--- config.mk ---
export PLATFORM = sky130hd
export DESIGN_NAME = tunnel_frame_tlv_parser
export DESIGN_NICKNAME = d
export VERILOG_FILES = /design/src/hdl/tftp_pkg.sv /design/src/hdl/tunnel_frame_tlv_parser.sv /design/src/hdl/tftp_core.sv
export SDC_FILE = /design/constraint.sdc
export NUM_CORES = 1
export LEC_CHECK = 0
export BUFFER_PORTS_ARGS = -buffer_cell sky130_fd_sc_hd__clkbuf_2
export CELL_PAD_IN_SITES_DETAIL_PLACEMENT = 1
export CELL_PAD_IN_SITES_GLOBAL_PLACEMENT = 1
export CORE_ASPECT_RATIO = 0.5
export CORE_MARGIN = 10
export CORE_UTILIZATION = 30
export DETAILED_ROUTE_END_ITERATION = 10
export PLACE_DENSITY_LB_ADDON = 0.15
export SLEW_MARGIN = 20
export SYNTH_ARGS = -nofsm -noshare
export SYNTH_HDL_FRONTEND = slang
export SYNTH_SLANG_ARGS = --single-unit
--- constraint.sdc ---
create_clock -name i_clk -period 10 [get_ports i_clk]
set_input_delay 2 -clock i_clk [delete_from_list [all_inputs] [get_ports i_clk]]
set_output_delay 2 -clock i_clk [all_outputs]
set_load 0.02 [all_outputs]
--- src/hdl/tftp_pkg.sv ---
// tunnel frame tlv parser package: phases, byte tags, message constants
// no dependencies
`timescale 1ns / 1ps

package tftp_pkg;

    typedef enum logic [3:0] {
        PH_START, PH_SHIM, PH_HDR, PH_UC, PH_BC, PH_PAYLOAD, PH_CTRL, PH_EXTRA,
        PH_TLV_TYPE, PH_TLV_LEN, PH_TLV_LEN2, PH_VALUE, PH_1E, PH_UNKNOWN, PH_TRAIL
    } t_phase;

    localparam logic [4:0] TAG_SHIM_UNK = 5'd0;
    localparam logic [4:0] TAG_SHIM_LEN = 5'd1;
    localparam logic [4:0] TAG_HDR_UNK  = 5'd2;
    localparam logic [4:0] TAG_DSTID    = 5'd3;
    localparam logic [4:0] TAG_SRCID    = 5'd4;
    localparam logic [4:0] TAG_DSTTYPE  = 5'd5;
    localparam logic [4:0] TAG_SRCTYPE  = 5'd6;
    localparam logic [4:0] TAG_DATA_UNK = 5'd7;
    localparam logic [4:0] TAG_VLAN     = 5'd8;
    localparam logic [4:0] TAG_SEQNO    = 5'd9;
    localparam logic [4:0] TAG_PAYLOAD  = 5'd10;
    localparam logic [4:0] TAG_ZERO     = 5'd11;
    localparam logic [4:0] TAG_CTRL_UNK = 5'd12;
    localparam logic [4:0] TAG_1E_UNK   = 5'd13;
    localparam logic [4:0] TAG_PRE      = 5'd14;
    localparam logic [4:0] TAG_HDRLEN   = 5'd15;
    localparam logic [4:0] TAG_MSGTYPE  = 5'd16;
    localparam logic [4:0] TAG_SENDER   = 5'd17;
    localparam logic [4:0] TAG_EXTRA    = 5'd18;
    localparam logic [4:0] TAG_MSG22    = 5'd19;
    localparam logic [4:0] TAG_TLV_TYPE = 5'd20;
    localparam logic [4:0] TAG_ARRAY    = 5'd21;
    localparam logic [4:0] TAG_TLV_LEN  = 5'd22;
    localparam logic [4:0] TAG_VALUE    = 5'd23;
    localparam logic [4:0] TAG_ELEMENT  = 5'd24;
    localparam logic [4:0] TAG_TRAIL    = 5'd25;

    localparam logic [1:0] SRC_DATA = 2'd1;
    localparam logic [1:0] SRC_SHIM = 2'd2;

    localparam logic [15:0] TYPE_UC   = 16'h0001;
    localparam logic [15:0] TYPE_BC   = 16'h0002;
    localparam logic [15:0] TYPE_C0C  = 16'h000c;
    localparam logic [15:0] TYPE_C1E  = 16'h001e;
    localparam logic [15:0] TYPE_T22  = 16'h0022;

    localparam logic [31:0] MSG_CSNP = 32'h43534E50;
    localparam logic [31:0] MSG_LSP  = 32'h4C535000;
    localparam logic [31:0] MSG_PSNP = 32'h50534E50;

    localparam logic [7:0] TLV_ARRAY_KIND = 8'h01;
    localparam logic [7:0] ARRAY_MARK     = 8'd128;

    typedef struct packed {
        logic [4:0]  tag;
        logic [15:0] frame_type;
        logic        el_start;
        logic        truncated;
        logic        frame_end;
    } t_result;

    // length rounded up to whole elements of 4, 8 or 12 bytes; other sizes pass it through
    function automatic logic [8:0] round_elem(input logic [7:0] d, input logic [3:0] sz);
        logic [8:0]  q3;
        logic [8:0]  t;
        logic [16:0] prod;
        q3   = 9'd0;
        t    = 9'd0;
        prod = 17'd0;
        unique case (sz)
            4'd4:  round_elem = {1'b0, d} + 9'd3 & 9'h1fc;
            4'd8:  round_elem = {1'b0, d} + 9'd7 & 9'h1f8;
            4'd12: begin
                t = {1'b0, d} + 9'd11;
                // t/12 = (t>>2)/3 ; t>>2 < 67
                prod = {10'd0, t[8:2]} * 17'd171;
                q3 = {2'b0, prod[15:9]};
                round_elem = 9'(q3 * 9'd12);
            end
            default: round_elem = {1'b0, d};
        endcase
    endfunction

endpackage

--- src/hdl/tunnel_frame_tlv_parser.sv ---
// tunnel frame tlv parser top level: handshake, parse core, output register
// depends on tftp_pkg and tftp_core
`timescale 1ns / 1ps
//
// usage: one frame byte per slave beat, one tagged result per master beat.
// slave tdata: data_byte[7:0], frame_length[23:8], source[25:24]; tlast: last_byte.
// master tdata: byte_tag[4:0], frame_type[20:5], element_start[21],
//   truncated[22]; tlast: frame_end.
// the parse state updates in the accept cycle; the result lands in a single
// output register in the cycle after the accept, and a beat is taken every cycle unless the receiver stalls.
// when the receiver stalls, the output register holds and the slave side
// still accepts while the register is empty or draining in the same cycle.
// reset clears the parse state to frame start and empties the output.
// source and frame_length are sampled on the first byte of each frame.
// a byte with tlast set closes the frame; the next byte opens a new one.
//

module tunnel_frame_tlv_parser import tftp_pkg::*; (
    input  logic        i_clk,
    input  logic        i_rst_n,
    input  logic        s_axis_tvalid,
    output logic        s_axis_tready,
    input  logic [31:0] s_axis_tdata,  // data_byte, frame_length, source
    input  logic        s_axis_tlast,
    output logic        m_axis_tvalid,
    input  logic        m_axis_tready,
    output logic [23:0] m_axis_tdata,  // byte_tag, frame_type, element_start, truncated
    output logic        m_axis_tlast
);

    logic    acc;
    t_result res;
    t_result r_out;
    logic    r_vld;

    assign s_axis_tready = !r_vld || m_axis_tready;
    assign acc = s_axis_tvalid && s_axis_tready;

    tftp_core u_core (
        .i_clk          (i_clk),
        .i_rst_n        (i_rst_n),
        .i_en           (acc),
        .i_data         (s_axis_tdata[7:0]),
        .i_frame_length (s_axis_tdata[23:8]),
        .i_source       (s_axis_tdata[25:24]),
        .i_last         (s_axis_tlast),
        .o_res          (res)
    );

    always_ff @(posedge i_clk) begin
        if (!i_rst_n) begin
            r_vld <= 1'b0;
        end else if (s_axis_tready) begin
            r_vld <= s_axis_tvalid;
        end
    end

    always_ff @(posedge i_clk) begin
        if (acc) r_out <= res;
    end

    assign m_axis_tvalid = r_vld;
    assign m_axis_tdata = {1'b0, r_out.truncated, r_out.el_start, r_out.frame_type, r_out.tag};
    assign m_axis_tlast = r_out.frame_end;

`ifndef SYNTHESIS
    a_hold: assert property (@(posedge i_clk) disable iff (!i_rst_n)
        m_axis_tvalid && !m_axis_tready |=> m_axis_tvalid && $stable(m_axis_tdata))
        else $error("output changed under stall");
    a_elem: assert property (@(posedge i_clk) disable iff (!i_rst_n)
        m_axis_tvalid && m_axis_tdata[21] |-> m_axis_tdata[4:0] == TAG_ELEMENT)
        else $error("element start on non element byte");
    a_tag: assert property (@(posedge i_clk) disable iff (!i_rst_n)
        m_axis_tvalid |-> m_axis_tdata[4:0] <= TAG_TRAIL)
        else $error("tag out of range");
`endif

endmodule

--- src/hdl/tftp_core.sv ---
// per-byte parse state and tag decision of the tunnel frame parser
// depends on tftp_pkg
`timescale 1ns / 1ps

module tftp_core import tftp_pkg::*; (
    input  logic        i_clk,
    input  logic        i_rst_n,
    input  logic        i_en,
    input  logic [7:0]  i_data,
    input  logic [15:0] i_frame_length,
    input  logic [1:0]  i_source,
    input  logic        i_last,
    output t_result     o_res
);

    t_phase      r_phase, n_phase;
    logic [15:0] r_pos, n_pos;
    logic [16:0] r_len, n_len;
    logic [15:0] r_type, n_type;
    logic [7:0]  r_thigh, n_thigh;
    logic [7:0]  r_hext, n_hext;
    logic [31:0] r_msg, n_msg;
    logic [3:0]  r_esz, n_esz;
    logic [7:0]  r_kind, n_kind;
    logic [8:0]  r_rem, n_rem;
    logic [3:0]  r_ecnt, n_ecnt;
    logic        r_stop, n_stop;
    logic [1:0]  r_via, n_via;

    t_phase      ph;
    logic [15:0] r;
    logic [16:0] pos17;
    logic        split;
    logic [7:0]  dlen;
    logic        do_take;
    logic [4:0]  tag;
    logic        el;

    always_comb begin
        n_pos = r_pos; n_len = r_len; n_type = r_type; n_thigh = r_thigh;
        n_hext = r_hext; n_msg = r_msg; n_esz = r_esz; n_kind = r_kind;
        n_rem = r_rem; n_ecnt = r_ecnt; n_stop = r_stop; n_via = r_via;
        ph = r_phase;
        if (r_phase == PH_START) begin
            n_pos = '0; n_type = '0; n_thigh = '0; n_hext = '0; n_msg = '0;
            n_esz = '0; n_kind = '0; n_rem = '0; n_ecnt = '0; n_stop = 1'b0;
            n_via = i_source;
            n_len = {1'b0, i_frame_length};
            ph = (i_source == SRC_SHIM) ? PH_SHIM : PH_HDR;
        end
        n_phase = ph;
        r = n_pos - ((n_via == SRC_SHIM) ? 16'd4 : 16'd0);
        pos17 = {1'b0, n_pos};
        split = (n_kind == TLV_ARRAY_KIND) && (n_esz != 4'd0);
        tag = TAG_TRAIL;
        el = 1'b0;
        do_take = 1'b0;
        dlen = i_data;
        unique case (ph)
            PH_SHIM: begin
                tag = (n_pos < 16'd2) ? TAG_SHIM_UNK : TAG_SHIM_LEN;
                if (n_pos == 16'd2) n_len = {1'b0, i_data, 8'd0};
                if (n_pos == 16'd3) begin
                    n_len = {1'b0, n_len[15:8], i_data} + 17'd4;
                    n_phase = PH_HDR;
                end
            end
            PH_HDR: begin
                tag = (r < 16'd4) ? TAG_HDR_UNK : (r < 16'd8) ? TAG_DSTID :
                      (r < 16'd12) ? TAG_SRCID : (r < 16'd14) ? TAG_DSTTYPE : TAG_SRCTYPE;
                if (r == 16'd12) n_thigh = i_data;
                if (r == 16'd13) n_type = {n_thigh, i_data};
                if (r == 16'd15) begin
                    if (n_type == TYPE_UC) n_phase = PH_UC;
                    else if (n_type == TYPE_BC) n_phase = PH_BC;
                    else if (n_type == TYPE_C0C || n_type == TYPE_C1E || n_type == TYPE_T22)
                        n_phase = PH_CTRL;
                    else n_phase = PH_UNKNOWN;
                end
            end
            PH_UC: begin
                tag = TAG_DATA_UNK;
                if (r == 16'd17) n_phase = PH_PAYLOAD;
            end
            PH_BC: begin
                tag = (r < 16'd18) ? TAG_VLAN : (r < 16'd22) ? TAG_SEQNO : TAG_DATA_UNK;
                if (r == 16'd25) n_phase = PH_PAYLOAD;
            end
            PH_PAYLOAD: tag = (pos17 < n_len) ? TAG_PAYLOAD : TAG_TRAIL;
            PH_CTRL: begin
                if (r < 16'd48) begin
                    tag = TAG_ZERO;
                    if (r == 16'd47 && n_type == TYPE_C1E) n_phase = PH_1E;
                end else if (n_type == TYPE_T22) begin
                    tag = TAG_MSG22;
                    if (r == 16'd49) n_phase = PH_TLV_TYPE;
                end else if (r < 16'd51) begin
                    tag = TAG_PRE;
                end else if (r == 16'd51) begin
                    tag = TAG_HDRLEN;
                    n_hext = i_data;
                end else if (r < 16'd56) begin
                    tag = TAG_MSGTYPE;
                    n_msg = {n_msg[23:0], i_data};
                    if (r == 16'd55) begin
                        if (n_msg == MSG_CSNP) n_esz = 4'd12;
                        else if (n_msg == MSG_LSP) n_esz = 4'd8;
                        else if (n_msg == MSG_PSNP) n_esz = 4'd4;
                        else n_esz = 4'd0;
                    end
                end else begin
                    tag = TAG_SENDER;
                    if (r == 16'd59) begin
                        if (n_hext > 8'd12) begin
                            n_rem = {1'b0, n_hext - 8'd12};
                            n_phase = PH_EXTRA;
                        end else begin
                            n_phase = PH_TLV_TYPE;
                        end
                    end
                end
            end
            PH_EXTRA: begin
                tag = TAG_EXTRA;
                n_rem = n_rem - 9'd1;
                if (n_rem == 9'd0) n_phase = PH_TLV_TYPE;
            end
            PH_TLV_TYPE: begin
                if (pos17 + 17'd2 < n_len) begin
                    tag = TAG_TLV_TYPE;
                    n_kind = i_data;
                    n_phase = PH_TLV_LEN;
                end else begin
                    n_phase = PH_TRAIL;
                end
            end
            PH_TLV_LEN: begin
                if (n_type == TYPE_C0C && n_kind == TLV_ARRAY_KIND && i_data == ARRAY_MARK) begin
                    tag = TAG_ARRAY;
                    n_phase = PH_TLV_LEN2;
                end else begin
                    do_take = 1'b1;
                end
            end
            PH_TLV_LEN2: do_take = 1'b1;
            PH_VALUE: begin
                if (split) begin
                    tag = TAG_ELEMENT;
                    el = (n_ecnt == 4'd0);
                    n_ecnt = n_ecnt + 4'd1;
                    if (n_ecnt >= n_esz) n_ecnt = 4'd0;
                end else begin
                    tag = TAG_VALUE;
                end
                n_rem = n_rem - 9'd1;
                if (n_rem == 9'd0) n_phase = PH_TLV_TYPE;
            end
            PH_1E: tag = (pos17 < n_len) ? TAG_1E_UNK : TAG_TRAIL;
            PH_UNKNOWN: tag = (pos17 < n_len) ?
                ((n_via == SRC_DATA) ? TAG_DATA_UNK : TAG_CTRL_UNK) : TAG_TRAIL;
            default: tag = TAG_TRAIL;
        endcase
        if (do_take) begin
            tag = TAG_TLV_LEN;
            if (pos17 + 17'd1 + {9'd0, dlen} > n_len) begin
                n_stop = 1'b1;
                n_phase = PH_TRAIL;
            end else begin
                n_rem = split ? round_elem(dlen, n_esz) : {1'b0, dlen};
                n_ecnt = 4'd0;
                n_phase = (n_rem != 9'd0) ? PH_VALUE : PH_TLV_TYPE;
            end
        end
        o_res.tag = tag;
        o_res.frame_type = n_type;
        o_res.el_start = el;
        o_res.truncated = n_stop;
        o_res.frame_end = i_last;
        if (n_pos != 16'hffff) n_pos = n_pos + 16'd1;
        if (i_last) n_phase = PH_START;
    end

    always_ff @(posedge i_clk) begin
        if (!i_rst_n) begin
            r_phase <= PH_START; r_pos <= '0; r_len <= '0; r_type <= '0;
            r_thigh <= '0; r_hext <= '0; r_msg <= '0; r_esz <= '0; r_kind <= '0;
            r_rem <= '0; r_ecnt <= '0; r_stop <= 1'b0; r_via <= '0;
        end else if (i_en) begin
            r_phase <= n_phase; r_pos <= n_pos; r_len <= n_len; r_type <= n_type;
            r_thigh <= n_thigh; r_hext <= n_hext; r_msg <= n_msg; r_esz <= n_esz;
            r_kind <= n_kind; r_rem <= n_rem; r_ecnt <= n_ecnt; r_stop <= n_stop;
            r_via <= n_via;
        end
    end

endmodule
==> flow_metrics.env <==
export IMPL_outcome="finished, final reports clean"
export IMPL_syn_inst=1674
export IMPL_drv_cap=0
export IMPL_detail_route_wl_per_cell_um=22.0
export IMPL_whs_ps=481
export IMPL_postLayoutCellArea_um2=14100
export IMPL_cts_setup_buffers=0
export IMPL_finalHoldViolations=0
export IMPL_die_area_um2=51400
export IMPL_core_region_area_um2=41900
export IMPL_slowest_stage="fa_1"
export IMPL_ys_top_cells_by_area="dfxtp_1 19%, ha_1 11%, nor2_1 6.4%, edfxtp_1 5.7%, nand2_1 5.0%"
export IMPL_nFillCells=5100
export IMPL_cp_max_fo=7
export IMPL_arrival_ps=9150
export IMPL_layout_common_cells="218 x nor2_1, 169 x nand2_1, 122 x dfxtp_1, 115 x ha_1, 84 x a21oi_1"
export IMPL_grt_pass1_wl_mm=77.4
export IMPL_synth_nets=1837
export IMPL_ys_warn_count=0
export IMPL_clk_latency_ps=460
export IMPL_post_route_util_pct=33.7
export IMPL_dp_hpwl_mm=36.8
export IMPL_p_int_uw=1220
export IMPL_max_stage_delay_ps=580
export IMPL_die_w_um=311
export IMPL_async_reset_ff_share_pct=0
export IMPL_synth_cell_area_um2=12700
export IMPL_place_area_um2=13500
export IMPL_groute_usage_overall_pct=19.0
export IMPL_multi_input_area_um2=8850
export IMPL_synth_cell_type_count=89
export IMPL_worst_pin_slew_ps=1070
export IMPL_die_h_um=165
export IMPL_grt_pass1_vias=13200
export IMPL_io_buffers=56
export IMPL_worstHoldPathType="register to register"
export IMPL_dr_pass1_iters=5
export IMPL_drc_errors=0
export IMPL_ys_seq_area_share_pct=24.9
export IMPL_p_per_area_nw_per_um2=143
export IMPL_switching_share_pct=39.8
export IMPL_detailedPlace_worstSlack_ps=770
export IMPL_finalCritPeriodShare_pct=88.1
export IMPL_gp_congestion=0.896
export IMPL_rsz0062_at_grt="no"
export IMPL_vias=12800
export IMPL_grt_overflow=0
export IMPL_antenna_found_initial=0
export IMPL_cts_root_buffer_cell="clkbuf_16"
export IMPL_synth_top_area_share_pct=19.2
export IMPL_insertedDiodeCount=0
export IMPL_register_area_um2=3160
export IMPL_fmax_mhz=114
export IMPL_num_io_pins=64
export IMPL_nNetsFinal=1828
export IMPL_critical_path_class="input port to register"
export IMPL_clk_pin_slew_ps=70
export IMPL_setup_slack_ps=1190
export IMPL_drive_gt1_share_pct=8.34
export IMPL_setup_tns_ps=0
export IMPL_first_iter_violations=807
export IMPL_synth_edf_count=24
export IMPL_cts_max_path_buffers=2
export IMPL_cts_tree="yes"
export IMPL_drv_slew=0
export IMPL_cts_inserted_buffers=17
export IMPL_area_delta_synth_final_pct=11.1
export IMPL_critPathCaptureType="register"
export IMPL_p_sw_uw=803
export IMPL_clock_skew_ps=16.5
export IMPL_grt_max_degree=91
export IMPL_viasPerCell=5.70
export IMPL_h_tree_depth=4
export IMPL_p_leak_uw=0.00568
export IMPL_rows=53
export IMPL_clock_sinks=146
export IMPL_period_needed_ps=8810
export IMPL_combPwrFrac_pct=34.5
export IMPL_p_clk_share_pct=34.5
export IMPL_ant_nets=0
export IMPL_slew_headroom_pct=29.0
export IMPL_floorplan_initialDensity_pct=30.3
export IMPL_p_seq_share_pct=30.9
export IMPL_synth_top_area_cell="dfxtp_1"
export IMPL_cp_data_required_time_ps=10340
export IMPL_critPathLaunchType="input port"
export IMPL_ctsResizeCount=0
export IMPL_crit_buf_inv=4
export IMPL_ys_ff_latch=146
export IMPL_ir_drop_mv=0.112
export IMPL_cp_top_family="adder cells"
export IMPL_setup_viol=0
export IMPL_syn_area_per_cell_um2=7.58
export IMPL_yosys_most_used_dff="dfxtp_1"
export IMPL_routed_wirelength_mm=49.6
export IMPL_holdBufCountCts=0
export IMPL_final_common_cell="nor2_1"
==> cell type report <==
class / instances / share of cell area, %
multi-input cells: 1346 / 62.7
flip-flops and latches: 146 / 22.4
well taps: 577 / 5.12
repair buffers: 80 / 3.26
clock buffers: 17 / 3.02
inverters: 74 / 1.99
clock inverters: 15 / 1.46
==> through the flow <==
| stage | power (uW) | cells |
|---|---|---|
| 6_report | 2020 | 2255 |
| 5_1_grt | 2150 | 2255 |
| 4_1_cts | 2040 | 2255 |
| 3_5_place_dp | 1330 | 2223 |
| 3_3_place_gp | 1310 | 2223 |
| 2_1_floorplan | 1130 | 1674 |
==> layer usage <==
metal / wire (um) / track usage (%) / share of wire [%] / vias to the layer above
met1: 23300 / 24.9 / 47 / 6459
met3: 2400 / 3.40 / 4.8 / 59
met5: 0 / 0 / 0 / -
met4: 996 / 5.18 / 2.0 / 0
li1: - / - / - / 6047
met2: 22900 / 32.0 / 46 / 278
==> Yosys cell counts, drive strengths merged, types with 5 or more instances <==
library cell / instances
buf: 25
inv: 73
xnor2: 50
xor2: 24
nand4: 16
a21o: 24
a32oi: 5
nor2: 219
edfxtp: 24
o211ai: 13
nor4: 22
o22ai: 10
a21oi: 84
o22a: 7
nor3: 51
dfxtp: 122
a211oi: 25
or2: 6
o21a: 18
o31ai: 5
nand3: 81
clkbuf: 83
or4: 6
o41ai: 9
nor2b: 12
mux2i: 32
and4: 8
nand2: 170
fa: 11
and2: 20
a22oi: 60
nand2b: 15
nand4b: 6
o21ai: 94
or3: 13
and3: 18
ha: 115
nor4b: 8
a311oi: 7
o2111ai: 6
a31oi: 11
==> cell families after synthesis <==
family                   count (synthesis)  synth area share (%)
AND/OR/NAND/NOR                        685                  25.9
multiplexers                            34                  2.73
AO/OA/AOI/OAI                          426                  22.6
adder cells (fa/ha/maj)                126                  13.1
flip-flops                             146                  24.9
other                                    1                0.0295
XOR/XNOR                                74                  5.11
buffers and inverters                  182                  5.59
==> sequential cells by signal, summed over array words and instances (netlist names) <==
name,count
m_axis_tdata,23
m_axis_tlast,1
m_axis_tvalid,1
u_core.r_ecnt,4
u_core.r_esz,4
u_core.r_hext,8
u_core.r_kind,8
u_core.r_len,17
u_core.r_msg,24
u_core.r_phase,4
u_core.r_pos,16
u_core.r_rem,9
u_core.r_stop,1
u_core.r_thigh,8
u_core.r_type,16
u_core.r_via,2
==> final timing paths <==
check             slack (ps)                 to  depth (start not counted)              start
setup / recovery        1190  u_core.r_phase[0]                         31    s_axis_tdata[1]
hold / removal           480    u_core.r_via[0]                          2    u_core.r_via[0]
setup reg to reg        2360    u_core.r_rem[2]                         23  u_core.r_phase[3]
hold reg to reg          480    u_core.r_via[0]                          2    u_core.r_via[0]
==> worst reg2reg max path: cells and delay by family (launching register included) <==
kind	cells	cell delay, ps
compound gates	13	3590
simple gates	5	2410
buf+inv	3	720
fa+ha+maj	2	550
flops	1	300
==> power by group through the flow <==
stage / Clock [uW] / Combinational (uW) / Sequential [uW]
3_3_place_gp: 0 / 668 / 638
3_5_place_dp: 0 / 696 / 638
6_report: 698 / 697 / 625
4_1_cts: 713 / 702 / 625
5_1_grt: 739 / 788 / 627
2_1_floorplan: 0 / 493 / 642
No activity file was read; power rests on OpenSTA's default activity.
